## config.mk

```make
export PLATFORM = sky130hd
export DESIGN_NAME = fpa_cfg
export DESIGN_NICKNAME = d
export VERILOG_FILES = /design/src/fpa_pkg.sv /design/src/fpa_cfg.sv
export SDC_FILE = /design/constraint.sdc
export NUM_CORES = 1
export LEC_CHECK = 0
export BUFFER_PORTS_ARGS = -buffer_cell sky130_fd_sc_hd__buf_2
export CAP_MARGIN = 20
export CORE_MARGIN = 5
export CORE_UTILIZATION = 48
export CTS_BUF_LIST = sky130_fd_sc_hd__clkbuf_4 sky130_fd_sc_hd__clkbuf_8
export DETAILED_ROUTE_END_ITERATION = 12
export GPL_TIMING_DRIVEN = 0
export PLACE_DENSITY = 0.79
export SYNTH_ARGS = -nofsm -noshare
export SYNTH_HDL_FRONTEND = slang
export SYNTH_SLANG_ARGS = --single-unit
```

## constraint.sdc

```tcl
create_clock -name i_clk -period 1.1 [get_ports i_clk]
set_clock_uncertainty 0.05 [all_clocks]
set_input_delay 0 -clock i_clk [delete_from_list [all_inputs] [get_ports i_clk]]
set_output_delay 0 -clock i_clk [all_outputs]
set_load 0.01 [all_outputs]
```

## src/fpa_pkg.sv

```systemverilog
`timescale 1ns / 1ps
// ----------------------------------------------------------------------------
// fpa_pkg
// Shared types, codes and helper functions for the fixed-point ALU.
// ----------------------------------------------------------------------------
package fpa_pkg;

    localparam int MAX_WORD_LEN = 32;
    localparam int FRAC_LIMIT   = 48;
    localparam int CFG_W        = 6;
    localparam int IDX_W        = 3;
    localparam int OPD_W        = 32;
    localparam int ACC_W        = OPD_W + 2;
    localparam int RES_W        = 64;
    localparam int RW_W         = 7;
    localparam int LEN_W        = 6;

    localparam logic [CFG_W-1:0] RST_WORD_LEN = 6'd16;
    localparam logic [CFG_W-1:0] RST_FRAC_LEN = 6'd8;

    typedef enum logic [1:0] {
        REQ_ADD  = 2'd0,
        REQ_SUB  = 2'd1,
        REQ_MUL  = 2'd2,
        REQ_CONV = 2'd3
    } t_req;

    typedef enum logic [IDX_W-1:0] {
        CFG_A_WORD_LEN    = 3'd0,
        CFG_A_FRAC_LEN    = 3'd1,
        CFG_B_WORD_LEN    = 3'd2,
        CFG_B_FRAC_LEN    = 3'd3,
        CFG_DST_WORD_LEN  = 3'd4,
        CFG_DST_FRAC_LEN  = 3'd5,
        CFG_QUANT_MODE    = 3'd6,
        CFG_OVERFLOW_MODE = 3'd7
    } t_cfg_idx;

    // clamped formats, ready to use
    typedef struct packed {
        logic [CFG_W-1:0] a_word_len;
        logic [CFG_W-1:0] a_frac_len;
        logic [CFG_W-1:0] b_word_len;
        logic [CFG_W-1:0] b_frac_len;
        logic [CFG_W-1:0] dst_word_len;
        logic [CFG_W-1:0] dst_frac_len;
        logic             quant_mode;
        logic             overflow_mode;
    } t_cfg;

    typedef struct packed {
        logic signed [ACC_W-1:0] val;
        logic                    rup;
    } t_rnd;

    // sign-extend x from its low w bits (w in 1..64)
    function automatic logic [RES_W-1:0] sext_var(input logic [RES_W-1:0] x,
                                                  input logic [RW_W-1:0] w);
        logic [RES_W-1:0] mask;
        logic [5:0]       top;
        mask = (RES_W'(1) << w) - RES_W'(1);
        top  = 6'(w - RW_W'(1));
        sext_var = x[top] ? (x | ~mask) : (x & mask);
    endfunction

    // most positive or most negative value of width w
    function automatic logic [RES_W-1:0] sat_val(input logic [RW_W-1:0] w,
                                                 input logic neg);
        logic [RES_W-1:0] mx;
        mx = (RES_W'(1) << 6'(w - RW_W'(1))) - RES_W'(1);
        sat_val = neg ? ~mx : mx;
    endfunction

    // arithmetic right shift by d, truncating or rounding half up
    function automatic t_rnd rshift_round(input logic signed [ACC_W-1:0] v,
                                          input logic [CFG_W-1:0] d,
                                          input logic qm);
        logic signed [ACC_W-1:0] t;
        t_rnd                    r;
        t = v >>> (d - CFG_W'(1));
        if (d == '0) begin
            r.val = v;
            r.rup = 1'b0;
        end else if (qm) begin
            r.val = (t >>> 1) + $signed(ACC_W'(t[0]));
            r.rup = t[0];
        end else begin
            r.val = v >>> d;
            r.rup = 1'b0;
        end
        rshift_round = r;
    endfunction

endpackage

```

## src/fpa_cfg.sv

```systemverilog
`timescale 1ns / 1ps
// ----------------------------------------------------------------------------
// fpa_cfg
// Configuration register file with range clamping of the format fields.
// ----------------------------------------------------------------------------
module fpa_cfg import fpa_pkg::*; (
    input  logic             i_clk,
    input  logic             i_rst_n,
    input  logic             i_cfg_we,
    input  logic [IDX_W-1:0] i_cfg_index,
    input  logic [CFG_W-1:0] i_cfg_data,
    output t_cfg             o_cfg
);

    logic [CFG_W-1:0] r_a_word, r_a_frac, r_b_word, r_b_frac, r_d_word, r_d_frac;
    logic             r_quant, r_ovf_mode;

    always_ff @(posedge i_clk) begin
        if (!i_rst_n) begin
            r_a_word   <= RST_WORD_LEN;
            r_a_frac   <= RST_FRAC_LEN;
            r_b_word   <= RST_WORD_LEN;
            r_b_frac   <= RST_FRAC_LEN;
            r_d_word   <= RST_WORD_LEN;
            r_d_frac   <= RST_FRAC_LEN;
            r_quant    <= 1'b0;
            r_ovf_mode <= 1'b0;
        end else if (i_cfg_we) begin
            unique case (i_cfg_index)
                CFG_A_WORD_LEN:    r_a_word   <= i_cfg_data;
                CFG_A_FRAC_LEN:    r_a_frac   <= i_cfg_data;
                CFG_B_WORD_LEN:    r_b_word   <= i_cfg_data;
                CFG_B_FRAC_LEN:    r_b_frac   <= i_cfg_data;
                CFG_DST_WORD_LEN:  r_d_word   <= i_cfg_data;
                CFG_DST_FRAC_LEN:  r_d_frac   <= i_cfg_data;
                CFG_QUANT_MODE:    r_quant    <= i_cfg_data[0];
                CFG_OVERFLOW_MODE: r_ovf_mode <= i_cfg_data[0];
                default: ;
            endcase
        end
    end

    function automatic logic [CFG_W-1:0] word_of(input logic [CFG_W-1:0] r);
        if (r == '0) begin
            word_of = CFG_W'(1);
        end else if (r > CFG_W'(MAX_WORD_LEN)) begin
            word_of = CFG_W'(MAX_WORD_LEN);
        end else begin
            word_of = r;
        end
    endfunction

    function automatic logic [CFG_W-1:0] frac_of(input logic [CFG_W-1:0] r);
        frac_of = (r > CFG_W'(FRAC_LIMIT)) ? CFG_W'(FRAC_LIMIT) : r;
    endfunction

    always_comb begin
        o_cfg.a_word_len    = word_of(r_a_word);
        o_cfg.a_frac_len    = frac_of(r_a_frac);
        o_cfg.b_word_len    = word_of(r_b_word);
        o_cfg.b_frac_len    = frac_of(r_b_frac);
        o_cfg.dst_word_len  = word_of(r_d_word);
        o_cfg.dst_frac_len  = frac_of(r_d_frac);
        o_cfg.quant_mode    = r_quant;
        o_cfg.overflow_mode = r_ovf_mode;
    end

endmodule

```

Yosys cells after proc, flatten, opt, wreduce, memory -nomap -nowiden
Index checks and enable logic that the tools add are counted.
{"block": "word_totals", "ff_bits": 38, "out_inout_bits": 38, "word_cells": 42}
{"block": "classes", "n_lt_le_gt_ge": 6, "eq_ne": 7, "n_mux": 9, "reduce_logical": 12}
{"op": "6-bit 2-to-1 mux", "n": 9}
{"op": "6-bit greater-than comparator, second input constant", "n": 6}
{"op": "6-bit logical NOT", "n": 3}
{"op": "2-bit AND reduction", "n": 8}
{"op": "3-bit equality test, second input constant", "n": 4}
{"op": "3-bit by 2-bit equality test with 1-bit output, second input constant", "n": 2}
{"op": "3-bit by 1-bit equality test with 1-bit output, second input constant", "n": 1}
{"op": "3-bit logical NOT", "n": 1}

Longest topological paths before layout
Gate-level depths: netlist of run 1.
{"block": "depth", "depth_word": 3, "mapped_depth": 4, "ltp_nobuf": 2}

Worst setup path after synthesis of run 1
Ideal clock, no wire load.
{"block": "synth_timing", "path_type": "flip-flop to output port", "start": "register r_b_word[1]", "end": "output o_cfg[20] in the netlist's numbering", "arrival_time_ps": 1037, "setup_slack_ps": 13, "stages_incl_launch_ff": 3, "cell_sequence": "dfxtp_1 > or4_1 > a21oi_1"}
{"item": "start, declared", "line": "fpa_cfg.sv:15", "text": "logic [CFG_W-1:0] r_a_word, r_a_frac, r_b_word, r_b_frac, r_d_word, r_d_frac;"}
{"item": "start signal, assigned", "line": "fpa_cfg.sv:32", "text": "CFG_B_WORD_LEN: r_b_word <= i_cfg_data;"}
{"item": "end, declared", "line": "fpa_cfg.sv:12", "text": "output t_cfg o_cfg"}

==> results of run 1 <==
[critical path: cells and delay by family (launching register included)]
family | cells | cell delay (ns)
AO/OA/AOI/OAI | 1 | 0.13
flip-flops | 1 | 0.34
buffers and inverters | 1 | 0.14
AND/OR/NAND/NOR | 1 | 0.53
[power groups by stage]
| stage | logic, mW | registers (mW) | clock network, mW |
|---|---|---|---|
| 3_5_place_dp | 0.242 | 1.46 | 0 |
| 6_report | 0.306 | 1.43 | 0.780 |
| 2_1_floorplan | 0.155 | 1.45 | 0 |
| 5_1_grt | 0.333 | 1.43 | 0.862 |
| 3_3_place_gp | 0.239 | 1.46 | 0 |
| 4_1_cts | 0.282 | 1.43 | 0.795 |
[per-layer routing]
metal  up-vias  share of wire, %  track usage [%]
met4         0               1.1            5.745
met2        47                47            29.07
met5         -                 0                0
li1        740                 -                -
met1       698                45            22.46
met3         5               6.6            6.169
[sequential cells by signal, indices dropped and copies added (netlist names)]
register	cells
r_d_word	6
r_a_frac	6
r_a_word	6
r_quant	1
r_d_frac	6
r_ovf_mode	1
r_b_word	6
r_b_frac	6
[repair_timing]
action,4_1_cts,5_1_grt
endpoints found under the hold margin,14,0
setup buffers,10,2
gates resized for setup,24,42
hold buffers,6,0
endpoints found under the setup margin,15,41
cloned,0,0
pin swaps,19,4
[worst max-delay path by stage]
stage,start,to,slack (ns)
5_1_grt,r_d_word[4],o_cfg[8],-0.52
2_1_floorplan,r_b_word[1],o_cfg[20],0.01
3_3_place_gp,i_rst_n,r_d_word[0],-0.26
3_5_place_dp,i_rst_n,r_d_word[0],-0.26
4_1_cts,r_d_word[4],o_cfg[8],-0.43
6_report,r_d_word[4],o_cfg[8],-0.42
[cell usage in the layout (no fill, tap or decap), drive strengths merged]
cell,netlist,layout
or4b,1,1
clkbuf,16,18
nand2,41,41
nand4,1,1
mux2i,38,38
buf,6,64
nand4bb,2,2
dfxtp,38,38
inv,3,3
nand4b,3,3
nor4bb,1,1
nor2b,20,20
and2,12,12
dlygate4sd3,0,6
clkinv,0,1
or4,3,3
a21oi,3,3
[layout make-up]
cell class / instances / area (µm²) / area share [%]
sequential: 38 / 789.5 / 32.80
clock inverter: 1 / 5.005 / 0.2079
inverter: 3 / 11.26 / 0.4678
tap: 46 / 57.56 / 2.391
multi-input combinational: 125 / 922.1 / 38.31
timing repair buffer: 64 / 479.2 / 19.91
buffer: 17 / 83.83 / 3.482
clock buffer: 7 / 58.81 / 2.443
[logic make-up (layout without fill, tap and decap cells)]
family          count (synthesis)  after routing  synth area share [%]
buf+inv                        25             92                 6.545
mux                            38             38                 22.11
compound gates                  3              3                0.8725
simple gates                   84             84                 26.25
flops                          38             38                 44.22
==> flow_summary.toml, run 1 <==
[setup_path]
r2r_end = "r_a_word[4]"
crit_path_end_kind = "output pin"
max_stage_delay_ns = 0.53
r2r_start = "r_a_word[4]"
critical_path_class = "reg -> out"
cp.required_ns = 1.05
crit_chain = "or4_4 -> a21oi_2 -> buf_2"
start_kind = "register"
cp_slowest_cell = "or4_4"
worstRegToRegCells = 4
crit_arrival_ns = 1.47
ff2ff_setup_slack_ns = 0.20
worstPathMaxFanout = 2

[finish]
stdcell_count = 301
syn_to_final_growth_pct = 39.93
fill_cells = 291
layout-drive-gt1-share_pct = 44.31
fin_area_mm2 = 0.002407
n_antenna_cell = 0
nNetsFinal = 266
finalCoreUtilization_pct = 70.48

[pwr]
p_leak_nw = 1.238
switchingPower_uw = 623.1
power_frac_comb_pct = 12.2
power_mw = 2.515
pwr-share-clk_pct = 31.0
swShare_pct = 24.77
p_seq_share_pct = 56.8
cell_internal_pwr_mw = 1.892
p_per_area_mw_per_mm2 = 1045
peakVddDrop_v = 0.0008888

[route]
vias = 1490
drt_iter0_drc = 53
drt_pass1_iterations = 4
drtAntennaViolNets = 0
drc = 0
viasPerCell = 4.950
wl_mm = 4.358
post_drt_wl_per_cell_um = 14.48

[floorplanning]
die_x_um = 69.87
pin_count = 50
fp.dieArea_mm2 = 0.004881
start_util_pct = 50.37
die_h_um = 69.87
coreArea_mm2 = 0.003416
num_rows = 21

[place]
gp_congestion = 0.7482
dpl.cell_count = 280
dpl_cell_area_mm2 = 0.002008
numPortBuffers = 46
post-dp-hpwl_mm = 2.793
pre_cts_ws_ns = -0.2634

[clock_network]
htreeDepth = 2
root_buffer = "clkbuf_4"
cts_made_buffers = 5
cts_max_path_buffers = 2
clkTransAtPathRegs_ns = 0.11
numClockSinks = 38
clk_latency_ns = 0.34
cts_tree = "done"

[synth]
synthArstFlopShare_pct = 0
yosys.area.top_type = "dfxtp_1"
synth.most_common_cell = "nand2_1"
synth_seq_cells = 38
synth_top_area_share_pct = 44.22
syn-num-nets = 200
ys_top_cells_by_count = "nand2_1 (41), dfxtp_1 (38), mux2i_1 (38), nor2b_1 (20), clkbuf_1 (16)"
syn_avg_cell_area_um2 = 9.151
synth_edf_count = 0
yosysSeqAreaShare_pct = 44.22
synth_cell_types = 17
synth_cells = 188
netlist_area_mm2 = 0.001720
synthTopCellsByArea = "dfxtp_1 (44%), mux2i_1 (22%), nand2_1 (8.9%)"
synth-main-ff-cell = "dfxtp_1"
synth_warnings = 0

[sta]
setup-violations-final = 5
setup_slack_ns = -0.4224
max_freq_mhz = 656.8
relSlewSlack_pct = 64.46
tightestPinTransition_ns = 0.5331
rsz0062_at_grt = "true"
hold_ws_ns = 0.02874
fin_setup_tns_ns = -1.237
finalCriticalPeriod_ns = 1.522
hold_violations = 0
drv_slew = 0
period_share_pct = 138.4

[hold_path]
min_path_type = "in -> reg"
min_to = "r_b_word[5]"
hp-start = "i_cfg_data[5]"
whs_path_depth = 3

[global_routing]
grtUsageTotal_pct = 18.00
grt_pass1_wl_mm = 7.003
gr-total-overflow = 0
antenna_found_initial = 0
grt_pass1_vias = 1488
grt_max_degree = 12

[status]
violations = "negative setup slack"
status = "finished, violations left"

[job]
cap_viol_max_count = 0
Note: power is estimated with default switching activity, not from simulation.
==> inputs of run 2 (changes only) <==
REMOVE_ABC_BUFFERS = 1   (was not set)
==> flow_summary.toml, run 2 (same netlist as run 1, synthesis figures left out) <==
[finish]
layout-drive-gt1-share_pct = 45.71
syn_to_final_growth_pct = 35.93
finalCoreUtilization_pct = 68.46
fill_cells = 265
nNetsFinal = 256
n_antenna_cell = 0
final_cell_mix = "buf_2 (43), nand2_1 (38), mux2i_1 (38)"
final_common_cell = "buf_2"

[setup_path]
path_depth = 3
path_delay_family = "simple AND/OR/NAND/NOR gates"
r2r_end = "r_a_frac[4]"
cp-startpoint = "r_a_word[2]"
cp.required_ns = 1.05
crit_chain = "or4_4 -> a21oi_2 -> buf_2"
r2r_start = "r_a_frac[4]"
cp_slowest_cell = "or4_4"
crit_path_end_kind = "output pin"
worstPathMaxFanout = 2
crit_path_end = "o_cfg[32]"
max_stage_delay_ns = 0.53
worstRegToRegCells = 3
start_kind = "register"
crit_arrival_ns = 1.49
cp_num_buf_inv = 1
ff2ff_setup_slack_ns = 0.23
critical_path_class = "reg -> out"

[pwr]
p_per_area_mw_per_mm2 = 1113
peakVddDrop_v = 0.0008774
p_leak_nw = 1.203

[place]
numPortBuffers = 49
post-dp-hpwl_mm = 2.488
gp_congestion = 0.7343

[clock_network]
cts_max_path_buffers = 2
clk_latency_ns = 0.35
cts_tree = "done"
htreeDepth = 2
clkTransAtPathRegs_ns = 0.11
root_buffer = "clkbuf_4"
cts_made_buffers = 5
hold_buffers = 6
numClockSinks = 38

[route]
wl_mm = 4.150
drt_iter0_drc = 40
viasPerCell = 5.010
drc = 0
drt_pass1_iterations = 4
post_drt_wl_per_cell_um = 14.26
drtAntennaViolNets = 0
vias = 1458

[global_routing]
grt_pass1_wl_mm = 6.472
antenna_found_initial = 0
grt_max_degree = 47
grt_busiest_layer = "met2"
grtUsageTotal_pct = 16.34
gr-total-overflow = 0
met3_usage_pct = 5.739
grt_util_met2_pct = 26.34
grt_pass1_vias = 1413
grt_use_met1_pct = 19.96

[floorplanning]
num_rows = 21
start_util_pct = 50.37
fp.dieArea_mm2 = 0.004881
die_x_um = 69.87
die_h_um = 69.87
coreArea_mm2 = 0.003416
pin_count = 50

[sta]
max_freq_mhz = 651.3
fin_setup_tns_ns = -1.289
period_share_pct = 139.6
finalCriticalPeriod_ns = 1.535
tightestPinTransition_ns = 0.7373
drv_slew = 0
hold_violations = 1
hold_ws_ns = -0.001757
rsz0062_at_grt = "true"
setup-violations-final = 5
relSlewSlack_pct = 50.85
setup_slack_ns = -0.4354

[status]
status = "finished, violations left"
violations = "negative hold slack, negative setup slack"

[job]
cap_viol_max_count = 0

[hold_path]
min_path_type = "in -> reg"
## run 2: changes by cell type in the layout (fill, tap and decap cells not counted), sizes merged
cell / change
clkbuf: -10
clkinv: -1
buf: +1
## run 2: per-stage QoR
stage	cells	power (mW)	hold slack [ns]	worst slack (ns)	instance area, µm²
CTS	287	2.583	-0.01820	-0.4376	2192
global placement	261	1.678	0.2633	-0.6521	1922
detailed placement	262	1.681	0.2654	-0.4000	1927
floorplan	166	1.569	0.09560	-0.2328	1619
finish	291	2.603	-0.001757	-0.4354	2338
global route	291	2.709	-0.02339	-0.5005	2338
## run 2: repair_timing
action	CTS	global route
endpoints found under the hold margin	14	3
pin swaps	18	7
endpoints found under the setup margin	18	27
setup buffers	11	5
gates resized for setup	20	36
## run 2: power by group
part           switching, mW  internal [mW]
Clock                  0.452          0.437
Combinational          0.146          0.140
Sequential            0.0237           1.40
Total                  0.622           1.98
## run 2: layout make-up
| class | instances | area [µm²] | share of cell area [%] |
|---|---|---|---|
| Timing Repair Buffer | 71 | 489.2 | 20.92 |
| Inverter | 3 | 11.26 | 0.4815 |
| Sequential cell | 38 | 790.8 | 33.81 |
| Tap cell | 46 | 57.56 | 2.461 |
| Multi-Input combinational cell | 125 | 910.9 | 38.95 |
| Clock buffer | 8 | 78.83 | 3.371 |
## run 2: worst min-delay path by stage
| stage | slack, ns | to | cells after the start | startpoint |
|---|---|---|---|---|
| after floorplan | 0.1 | r_d_word[0] | 2 | i_rst_n |
| after global placement | 0.26 | r_a_word[4] | 3 | i_cfg_data[4] |
| after detailed placement | 0.27 | r_a_frac[3] | 3 | i_cfg_data[3] |
| after CTS | -0.02 | r_d_word[3] | 3 | i_cfg_index[1] |
| after global routing | -0.02 | r_d_word[3] | 3 | i_cfg_index[1] |
| final | -0.002 | r_d_word[3] | 3 | i_cfg_index[1] |
## run 2: per-layer routing
layer  part of all wire [%]  vias up
met1                     46      689
met2                     47       39
met4                    1.4        0
li1                       -      722
met3                    5.8        8
met5                      0        -
## run 2: worst register-to-register path, cell delays in order, from the launching register on
cell	delay, ns
dfxtp_2	0.37
buf_4	0.12
nand2_1	0.06
mux2i_1	0.20
